### config.mk
export PLATFORM = sky130hd
export DESIGN_NAME = slph_ctrl
export DESIGN_NICKNAME = d
export VERILOG_FILES = /design/src/hw/rtl/assert_macros.svh /design/src/hw/rtl/slph_pkg.sv /design/src/hw/rtl/slph_ctrl.sv
export SDC_FILE = /design/constraint.sdc
export NUM_CORES = 1
export LEC_CHECK = 0
export BUFFER_PORTS_ARGS = -buffer_cell sky130_fd_sc_hd__buf_4
export CAP_MARGIN = 20
export CORE_AREA = 2 2 39 41
export CTS_BUF_LIST = sky130_fd_sc_hd__clkbuf_8
export CTS_CLUSTER_DIAMETER = 80
export DETAILED_ROUTE_END_ITERATION = 12
export DIE_AREA = 0 0 41 43
export GPL_TIMING_DRIVEN = 0
export PLACE_DENSITY_LB_ADDON = 0.1
export SLEW_MARGIN = 20
export SYNTH_ARGS = -nofsm -noshare
export SYNTH_HDL_FRONTEND = slang
export SYNTH_SLANG_ARGS = --single-unit
### constraint.sdc
create_clock -name clk_i -period 3.4 [get_ports clk_i]
set_input_delay 0.34 -clock clk_i [delete_from_list [all_inputs] [get_ports clk_i]]
set_output_delay 0.34 -clock clk_i [all_outputs]
set_load 0.02 [all_outputs]
### src/hw/rtl/assert_macros.svh
// Assertion macros shared by the point location RTL.
// Assertions compile away when SYNTH is defined; no other dependencies.
`ifndef ASSERT_MACROS_SVH
`define ASSERT_MACROS_SVH
`ifndef SYNTH
`define SLPH_ASSERT(label, prop, msg) \
  label: assert property (@(posedge clk_i) disable iff (!rst_ni) prop) else $error(msg);
`define SLPH_ASSERT_NEVER(label, expr, msg) \
  label: assert property (@(posedge clk_i) disable iff (!rst_ni) !(expr)) else $error(msg);
`else
`define SLPH_ASSERT(label, prop, msg)
`define SLPH_ASSERT_NEVER(label, expr, msg)
`endif
`endif

### src/hw/rtl/slph_pkg.sv
// Types, constants and codes shared by the point location histogram block.
// No dependencies.
package slph_pkg;

  localparam int unsigned MAX_SEGMENTS  = 1024;
  localparam int unsigned COORD_BITS    = 24;
  localparam int unsigned COUNT_BITS    = 32;
  localparam int unsigned INDEX_BITS    = 11;
  localparam int unsigned FUNC_BITS     = 2;
  localparam int unsigned CFG_IDX_BITS  = 2;
  localparam int unsigned CFG_DATA_BITS = COORD_BITS;
  localparam int unsigned SEG_ADDR_BITS = $clog2(MAX_SEGMENTS);
  localparam int unsigned CNT_DEPTH     = MAX_SEGMENTS + 1;
  localparam int unsigned PROD_BITS     = 2 * (COORD_BITS + 1);

  localparam logic KIND_PLACE = 1'b0;
  localparam logic KIND_READ  = 1'b1;

  typedef enum logic [FUNC_BITS-1:0] {
    FUNC_LOAD  = 2'd0,
    FUNC_PLACE = 2'd1,
    FUNC_READ  = 2'd2,
    FUNC_CLEAR = 2'd3
  } func_e;

  typedef enum logic [CFG_IDX_BITS-1:0] {
    REG_TOP_Y     = 2'd0,
    REG_BOTTOM_Y  = 2'd1,
    REG_SEG_COUNT = 2'd2
  } cfg_reg_e;

  typedef struct packed {
    logic seg_load;
    logic place_init;
    logic read_issue;
    logic clear_step;
    logic probe_issue;
    logic probe_mul;
    logic probe_update;
    logic count_issue;
    logic count_write;
    logic read_out;
  } cmd_t;

  typedef struct packed {
    logic search_open;
    logic clear_last;
  } status_t;

endpackage

### src/hw/rtl/slph_ctrl.sv
// Sequencer for the point location histogram block.
// Depends on slph_pkg for the command and status structs and the function codes.
module slph_ctrl (
  input  logic                                clk_i,
  input  logic                                rst_ni,
  input  logic                                start,
  input  logic [slph_pkg::FUNC_BITS-1:0]      func_i,
  input  slph_pkg::status_t                   status_i,
  output slph_pkg::cmd_t                      cmd_o,
  output logic                                busy
);
  import slph_pkg::*;

  typedef enum logic [6:0] {
    ST_CLEAR  = 7'b0000001,
    ST_IDLE   = 7'b0000010,
    ST_SEARCH = 7'b0000100,
    ST_MUL    = 7'b0001000,
    ST_CMP    = 7'b0010000,
    ST_INC    = 7'b0100000,
    ST_RDOUT  = 7'b1000000
  } state_e;

  state_e state_q, state_d;

  always_comb begin
    state_d = state_q;
    cmd_o   = '0;
    unique case (state_q)
      ST_CLEAR: begin
        cmd_o.clear_step = 1'b1;
        if (status_i.clear_last) begin
          state_d = ST_IDLE;
        end
      end
      ST_IDLE: begin
        if (start) begin
          unique case (func_e'(func_i))
            FUNC_LOAD: begin
              cmd_o.seg_load = 1'b1;
            end
            FUNC_PLACE: begin
              cmd_o.place_init = 1'b1;
              state_d          = ST_SEARCH;
            end
            FUNC_READ: begin
              cmd_o.read_issue = 1'b1;
              state_d          = ST_RDOUT;
            end
            FUNC_CLEAR: begin
              state_d = ST_CLEAR;
            end
            default: begin
              state_d = ST_IDLE;
            end
          endcase
        end
      end
      ST_SEARCH: begin
        if (status_i.search_open) begin
          cmd_o.probe_issue = 1'b1;
          state_d           = ST_MUL;
        end else begin
          cmd_o.count_issue = 1'b1;
          state_d           = ST_INC;
        end
      end
      ST_MUL: begin
        cmd_o.probe_mul = 1'b1;
        state_d         = ST_CMP;
      end
      ST_CMP: begin
        cmd_o.probe_update = 1'b1;
        state_d            = ST_SEARCH;
      end
      ST_INC: begin
        cmd_o.count_write = 1'b1;
        state_d           = ST_IDLE;
      end
      ST_RDOUT: begin
        cmd_o.read_out = 1'b1;
        state_d        = ST_IDLE;
      end
      default: begin
        state_d = ST_CLEAR;
      end
    endcase
  end

  always_ff @(posedge clk_i or negedge rst_ni) begin
    if (!rst_ni) begin
      state_q <= ST_CLEAR;
    end else begin
      state_q <= state_d;
    end
  end

  assign busy = (state_q != ST_IDLE);

endmodule

* Yosys cells after proc, flatten, opt, wreduce, memory -nomap -nowiden
Cells that the tools add are included.
** Cells by class
- $add $sub $neg :: 0
- Multiply operators :: 0
- Divide/modulo/power cells :: 0
- Order comparisons :: 0
- Eq/ne operators :: 14
- Shift operators :: 0
- Multiplexer cells :: 19
- Bitwise operators :: 0
- Reductions and logical operators :: 3
** Operators with widths (count)
- $pmux W7 S6 :: 1
- $pmux W7 S3 :: 1
- $mux W7 :: 2
- $mux W1 :: 12
- $eq A7 B1 Y1 const B :: 1
- $eq A7 B2 Y1 const B :: 1
- $eq A7 B3 Y1 const B :: 1
- $eq A7 B4 Y1 const B :: 1
- $eq A7 B5 Y1 const B :: 1
- $eq A7 B6 Y1 const B :: 1
- $eq A7 B7 Y1 const B :: 1
- $ne A7 B2 Y1 const B :: 1
- $mux W3 :: 2
- $mux W6 :: 1
- $eq A2 B2 Y1 const B :: 2
- $ne A2 B2 Y1 const B :: 2
- $ne A4 B2 Y1 const B :: 1
- $reduce_and A3 Y1 :: 1
- $eq A2 B1 Y1 const B :: 1
- $logic_not A2 Y1 :: 1
- $reduce_or A2 Y1 :: 1
** Word-level totals
- Register bits :: 7
- Bits in latches :: 0
- RAM bits :: 0
- Memory bits (read-only) :: 0
- Output and inout port bits :: 11
- Logic and storage cells :: 37
- Memories kept :: 0

* Logic depth before layout (Yosys ltp)
Gate-level depths: netlist of the first run.
- Depth in word-level cells :: 4
- Depth in mapped cells :: 4
- Mapped depth without buffers :: 3

* Least setup slack after synthesis of the first run
Ideal clock, no wire load.
- Path type :: register to output
- Start :: reg state_q[3]
- End :: out cmd_o[0] (netlist bit)
- Arrival time :: 1.851 ns
- Data required time :: 3.060 ns
- Setup slack :: 1.209 ns
- Cell stages (with the launch flop) :: 3
- Buffers on the path :: 0
- Cell sequence :: dfrtp_1 -> or4_2 -> nor4b_1
** RTL lines
- from (decl) :: RTL line slph_ctrl.sv:24 : state_e state_q, state_d;
- from (signal assigned) :: RTL line slph_ctrl.sv:94 : state_q <= state_d;
- to (decl) :: RTL line slph_ctrl.sv:9 : output slph_pkg::cmd_t cmd_o,

==> results.ini, run 1 <==
[timing]
slew_violations=0
whs_ns=0.283
setup_ws_ns=1.07
achievable-frequency_ghz=0.429
fin_crit_sh_pct=68.5
hold_viol=0
min_period_ns=2.33
rsz0062_at_grt=no
setup_tns_ns=0
relSlewSlack_pct=68.7
finalSetupViolations=0
worst_pin_slew_ns=0.469
skew_ns=0.00109

[logic_synthesis]
synth_seq_area_share_pct=35.3
synth-seq-cells=7
syn_inst=55
synth_area_um2=500
synth_warnings=0
synth_nets=62
yosysUniqueCellTypes=31
avgSynthCellArea_um2=9.10

[pwr]
p_leak_nw=0.361
max-vdd-ir-drop_mv=0.210
power_density_nw_per_um2=585

[routing]
wire_per_inst_um=12.6
wirelength_um=1170
postRouteAntennaNets=0
viasPerCell=5.34
vias=497
drc=0
dr.pass1.iters=4
drt_iter0_markers=8

[setup_path]
critPathKind=reg2out
worst_setup_path_end_kind=output pin
max_stage_delay_ns=0.60
start_kind=flip-flop
cpMaxStageDelayCell=or4_4
cp.arrival_ns=1.99
path_cells=or4_4, nor4b_4, and4b_1, buf_4
cp.required_ns=3.06
cp_max_fo=7

[floorplanning]
ios=18
die_width_um=41
core-area_um2=1380
die_h_um=43
fp-row-count=14
initial_core_util_pct=36.2
floorplan.die_area_um2=1760

[global_routing]
grt.total_usage_pct=15.2
grt_pass1_vias=441
grt_remaining_overflow=0
grt_first_pass_wirelength_um=1810
antenna_found_initial=0
grt_max_degree=11

[final_layout]
layout_common_cells=buf_4 (17), nor2_1 (8), dfrtp_1 (6)
regMostFlops=state_q
drive_gt1_share_pct=35.1
diodes=0
fin_cells=93
top_regs=state_q (7)
num-nets-final=85
largest_reg_flops=7
final_common_cell=buf_4
area_growth_pct=40.5

[place]
port_buffers=17
hpwlAfterDp_um=899
place.gp.congestion=0.717
dp_cells=88
place_ws_ns=1.30

[clock_tree]
cts_resized=0
h-tree-depth=1
clkTransAtPathRegs_ns=0.04
clock_path_buffers=2
cts_tree=done
hold_buffers=1
root_buffer=clkbuf_8
insertion_delay_ns=0.22
numCtsBuffers=3
numClockSinks=7
post_cts_buffers=0

[run_status]
status=completed

[hold_path]
holdCritPathClass=in2reg

[run]
cap_violations=0

## synthesized netlist by cell type
master	instances	area, um^2
and3_2	2	15.0
o211a_1	1	10.0
nor2_1	8	30.0
o21ai_0	2	10.0
nor3b_1	1	7.51
nand2b_1	1	6.26
xnor2_1	1	8.76
a21oi_1	1	5.00
inv_1	3	11.3
or2_2	1	6.26
o32ai_1	1	8.76
nand2_1	1	3.75
or4_4	1	11.3
o21a_1	1	7.51
nor4b_4	1	23.8
and4b_1	3	30.0
and3_1	1	6.26
dfstp_2	1	26.3
nor4_1	3	18.8
a211oi_1	1	7.51
xor2_1	1	8.76
o31a_1	1	8.76
clkbuf_1	3	11.3
nor3_1	2	10.0
or4_2	1	8.76
nand3_1	1	5.00
a22o_1	1	8.76
dfrtp_1	6	150
or4b_1	1	10.0
nor4b_1	2	17.5
o211ai_1	1	7.51
## metrics by stage
stage | total power [W] | util [%] | cell area [um^2]
3_5_place_dp | 0.000302 | 46.8 | 648
5_1_grt | 0.000436 | 50.8 | 703
2_1_floorplan | 0.000244 | - | 500
4_1_cts | 0.000417 | 50.8 | 703
3_3_place_gp | 0.000299 | 46.8 | 648
6_report | 0.000411 | 50.8 | 703
## area by class of cell
| type | count | area (um^2) |
|---|---|---|
| well taps | 16 | 20.0 |
| clock inverters | 1 | 3.75 |
| plain buffers | 3 | 11.3 |
| flip-flops and latches | 7 | 176 |
| repair buffers | 18 | 138 |
| clock buffers | 3 | 41.3 |
| fillers | 138 | 681 |
| inverters | 3 | 11.3 |
| multi-input cells | 42 | 302 |
## path summary, 6_finish.rpt
check / start / endpoint / slack (ns) / cells after the start
max: state_q[3] / cmd_o[8] / 1.07 / 4
min: status_i[1] / state_q[5] / 0.28 / 2
max reg2reg: state_q[3] / state_q[1] / 1.55 / 3
min reg2reg: state_q[3] / state_q[4] / 0.66 / 1
max in group asynchronous: rst_ni / state_q[0] / 2.72 / 2
min in group asynchronous: rst_ni / state_q[6] / 0.47 / 2
## metal layers
| metal | up-vias | global-route usage (%) | routed length [um] |
|---|---|---|---|
| met2 | 12 | 22.5 | 532 |
| met3 | 2 | 3.14 | 56 |
| met4 | 0 | 8.00 | 7 |
| li1 | 254 | - | - |
| met5 | - | 0 | 0 |
| met1 | 229 | 19.9 | 573 |
## logic make-up (layout without fill, tap and decap cells)
logic type	Yosys count	count (layout)	synth area share, %
AND/OR/NAND/NOR	30	30	42.0
AO/OA/AOI/OAI	10	10	14.8
flip-flops	7	7	35.3
buffers and inverters	6	28	4.50
XOR/XNOR	2	2	3.50
## power by group
group	total [W]	internal, W	switching [W]
Combinational	0.000187	0.0000824	0.000104
Sequential	0.000114	0.000102	0.0000118
Clock	0.000111	0.0000778	0.0000328
## critical path, delay by kind of cell (launching register included)
family	cells	cell delay, ns
buf+inv	1	0.14
flops	1	0.43
simple gates	3	1.20
No activity file was read; power rests on OpenSTA's default activity.
==> run 2, diff against run 1 <==
==> constraint.sdc (replaced) <==
create_clock -name clk_i -period 2.2 [get_ports clk_i]
set_input_delay 0.22 -clock clk_i [delete_from_list [all_inputs] [get_ports clk_i]]
set_output_delay 0.22 -clock clk_i [all_outputs]
set_load 0.02 [all_outputs]
==> results.ini, run 2 (synthesis results as in run 1) <==
[run_status]
status=completed

[routing]
postRouteAntennaNets=0
viasPerCell=5.41
wirelength_um=1240
dr.pass1.iters=4
drt_iter0_markers=16
vias=525
drc=0
wire_per_inst_um=12.8

[global_routing]
grt_max_degree=11
grt_remaining_overflow=0
antenna_found_initial=0
grt_first_pass_wirelength_um=1900
grt.total_usage_pct=16.0
grt_pass1_vias=461

[floorplanning]
fp-row-count=14
core-area_um2=1380
floorplan.die_area_um2=1760
die_width_um=41
initial_core_util_pct=36.2
ios=18
die_h_um=43

[timing]
skew_ns=0.000943
achievable-frequency_ghz=0.468
hold_viol=0
slew_violations=0
min_period_ns=2.14
worst_pin_slew_ns=0.464
setup_tns_ns=0
rsz0062_at_grt=no
setup_ws_ns=0.0628
fin_crit_sh_pct=97.1
finalSetupViolations=0
relSlewSlack_pct=69.1

[setup_path]
max_stage_delay_ns=0.58
cp.required_ns=1.98
path_cells=or4_4, nor4b_4, and4b_1, buf_4
start_kind=flip-flop
cp_max_fo=6
cpMaxStageDelayCell=or4_4
critPathKind=reg2out
worst_setup_path_end_kind=output pin
cp.arrival_ns=1.92

[place]
place.gp.congestion=0.717
port_buffers=17
hpwlAfterDp_um=899
place_ws_ns=0.224

[final_layout]
largest_reg_flops=7
layout_common_cells=buf_4 (21), nor2_1 (8), inv_1 (4), dfrtp_1 (4)
diodes=0
regMostFlops=state_q
drive_gt1_share_pct=40.7
area_growth_pct=47.0
final_common_cell=buf_4
top_regs=state_q (7)
num-nets-final=89

[clock_tree]
h-tree-depth=1
clock_path_buffers=2
cts_tree=done
insertion_delay_ns=0.22
clkTransAtPathRegs_ns=0.04
root_buffer=clkbuf_8
numCtsBuffers=3
numClockSinks=7

[pwr]
max-vdd-ir-drop_mv=0.356
p_leak_nw=0.379
power_density_nw_per_um2=902

[run]
cap_violations=0

[hold_path]
holdCritPathClass=in2reg

==> run 2: changes by cell type in the layout (fill, tap and decap cells not counted), sizes merged <==
cell	before	now
buf	17	21
==> run 2: path summary, 6_finish.rpt <==
| kind | start | endpoint | slack [ns] | cells after the start |
|---|---|---|---|---|
| min in group asynchronous | rst_ni | state_q[6] | 0.35 | 2 |
| worst max-delay path | state_q[2] | cmd_o[8] | 0.06 | 4 |
| worst min-delay path | status_i[1] | state_q[5] | 0.16 | 2 |
| worst max register to register | state_q[2] | state_q[1] | 0.23 | 4 |
| worst min register to register | state_q[3] | state_q[4] | 0.61 | 1 |
| max in group asynchronous | rst_ni | state_q[0] | 1.64 | 2 |
==> run 2: timing repair <==
item,in CTS,in global routing
gates resized for setup,0,2
endpoints found under the setup margin,2,4
hold endpoints to repair,7,0
hold buffers,1,0
buffers inserted,3,1
pin swaps,2,1
gates cloned,0,0
==> run 2: layer usage <==
layer / track usage (%) / share of wire, % / vias up
met5: 0 / 0 / -
met3: 3.14 / 5.3 / 2
met1: 20.9 / 45 / 247
met4: 8.00 / 0.57 / 0
met2: 24.1 / 49 / 15
li1: - / - / 261
==> run 2: cell type report <==
class	instances	area (um^2)
clock inverter	1	3.75
clock buffer	3	41.3
buffer	3	11.3
inverter	3	11.3
sequential	7	179
timing repair buffer	22	168
tap	16	20.0
multi-input combinational	42	302
fill	134	648
==> run 2: power by group <==
part           internal (W)  total (W)  switching, W
Clock              0.000120   0.000171     0.0000508
Combinational      0.000147   0.000316      0.000169
Sequential         0.000158   0.000176     0.0000179
Total              0.000425   0.000663      0.000238
==> run 2: through the flow <==
step	cell area [um^2]	hold slack (ns)	power, W	cells	util, %
finish	736	0.159	0.000663	97	53.2
global route	736	0.159	0.000701	97	53.2
CTS	726	0.158	0.000664	96	52.4
detailed placement	648	0.0402	0.000467	88	46.8
global placement	648	0.0411	0.000462	88	46.8
floorplan	500	-0.0756	0.000377	55	-
==> run 2: critical path: cells and delay by family (launching register included) <==
kind                   cells  cell delay [ns]
DFF                        1             0.42
and+or+nand+nor            3             1.14
buffers and inverters      1             0.14
==> run 3, diff against run 2 <==
--- a/config.mk
+++ b/config.mk
@@ -13,7 +13,8 @@
 export DETAILED_ROUTE_END_ITERATION = 12
 export DIE_AREA = 0 0 41 43
 export GPL_TIMING_DRIVEN = 0
-export PLACE_DENSITY_LB_ADDON = 0.1
+export PLACE_DENSITY_LB_ADDON = 0.3
+export RECOVER_POWER = 100
 export SLEW_MARGIN = 20
 export SYNTH_ARGS = -nofsm -noshare
 export SYNTH_HDL_FRONTEND = slang
==> results.ini, run 3 (synthesis results as in run 1) <==
[final_layout]
largest_reg_flops=7
top_regs=state_q (7)
num-nets-final=91
final_common_cell=buf_4
regMostFlops=state_q
area_growth_pct=49.5
fillers=132
multiInputGateArea_um2=302
diodes=0
register_area_um2=180
fin_cells=99
layout_common_cells=buf_4 (22), nor2_1 (8), clkbuf_1 (4), inv_1 (4)
drive_gt1_share_pct=41.0

[timing]
worst_pin_slew_ns=0.473
relSlewSlack_pct=68.5
setup_tns_ns=0
rsz0062_at_grt=no
slew_violations=0
finalSetupViolations=0
min_period_ns=2.12
hold_viol=0
fin_crit_sh_pct=96.5
achievable-frequency_ghz=0.471
skew_ns=0.000453

[global_routing]
grt.total_usage_pct=16.4
grt_pass1_vias=455
grt_max_degree=11
grt_remaining_overflow=0
grt_first_pass_wirelength_um=1920
antenna_found_initial=0

[setup_path]
cp_max_fo=5
max_stage_delay_ns=0.58
path_cells=or4_4, nor4b_4, and4b_1, buf_4
r2r_slack_ns=0.38
start_kind=flip-flop
worstSetupStartpoint=state_q[6]
worst_path_dominant_cell_family=simple AND/OR/NAND/NOR gates
cp.required_ns=1.98
cp_num_buf_inv=1
worstReg2RegEnd=state_q[1]
cpMaxStageDelayCell=or4_4
timing.rr.start=state_q[6]
rr_worst_depth=3
critPathKind=reg2out
worst_setup_path_end_kind=output pin
cp.arrival_ns=1.90

[hold_path]
worst_hold_path.endpoint=state_q[5]
holdPathStages=2
hold_start=status_i[1]
holdCritPathClass=in2reg

[routing]
wire_per_inst_um=12.7
viasPerCell=5.40
wirelength_um=1260
postRouteAntennaNets=0
vias=535
drt_iter0_markers=9
drc=0
dr.pass1.iters=4

[run_status]
status=completed

[place]
place.gp.congestion=0.737
hpwlAfterDp_um=897
dp_cells=88
port_buffers=17

[pwr]
p_leak_nw=0.383
max-vdd-ir-drop_mv=0.444
power_density_nw_per_um2=895

[clock_tree]
cts_tree=done
h-tree-depth=1
insertion_delay_ns=0.23
clkTransAtPathRegs_ns=0.04
root_buffer=clkbuf_8
clock_path_buffers=2
numCtsBuffers=3
numClockSinks=7

[floorplanning]
die_h_um=43
core-area_um2=1380
die_width_um=41
floorplan.die_area_um2=1760
ios=18
fp-row-count=14
initial_core_util_pct=36.2

[run]
cap_violations=0

run 3: worst max-delay path by stage:
stage	to	slack, ns	cells past startpoint
2_1_floorplan	cmd_o[0]	0.13	2
3_3_place_gp	cmd_o[7]	0.23	4
3_5_place_dp	cmd_o[8]	0.22	4
4_1_cts	cmd_o[8]	0.01	4
5_1_grt	cmd_o[8]	0.0002	4
6_report	cmd_o[8]	0.08	4
run 3: worst reg2reg max path: cells and delay by family, from the launching register on:
| family | cells | cell delay (ns) |
|---|---|---|
| AOI/OAI and AO/OA | 1 | 0.21 |
| DFF | 1 | 0.42 |
| and+or+nand+nor | 2 | 1.06 |
run 3: through the flow:
stage,area (um^2),power [W],worst slack [ns],util (%),hold slack (ns)
2_1_floorplan,500,0.000377,0.129,-,-0.0756
3_3_place_gp,648,0.000459,0.234,46.8,0.0361
3_5_place_dp,648,0.000467,0.218,46.8,0.0392
4_1_cts,718,0.000662,0.0131,51.9,0.160
5_1_grt,748,0.000707,0.000182,54.1,0.161
6_report,748,0.000670,0.0771,54.1,0.157
run 3: metal layers:
metal | GRT usage (%) | part of all wire [%] | up-vias
met4 | 12.0 | 3.5 | 0
met2 | 23.1 | 51 | 10
met5 | 0 | 0 | -
li1 | - | - | 264
met3 | 4.71 | 2.8 | 4
met1 | 20.3 | 43 | 257
run 3: what timing repair did:
item                       4_1_cts  5_1_grt
setup endpoints to repair        2        4
pin swaps                        1        3
cloned                           0        0
hold endpoints to repair         7        0
setup buffers                    2        4
hold buffers                     1        0
resized for setup                0        3
run 3: layout make-up:
cell class / instances / area share, %
Multi-Input combinational cell: 42 / 40.3
Sequential cell: 7 / 24.1
Timing Repair Buffer: 24 / 23.9
Clock buffer: 3 / 5.52
Tap cell: 16 / 2.68
Buffer: 3 / 1.51
Inverter: 3 / 1.51
Clock inverter: 1 / 0.502
run 3: where the power goes:
group	switching (W)	total [W]	internal (W)
registers	0.0000172	0.000173	0.000156
logic	0.000172	0.000321	0.000149
clock network	0.0000552	0.000176	0.000121
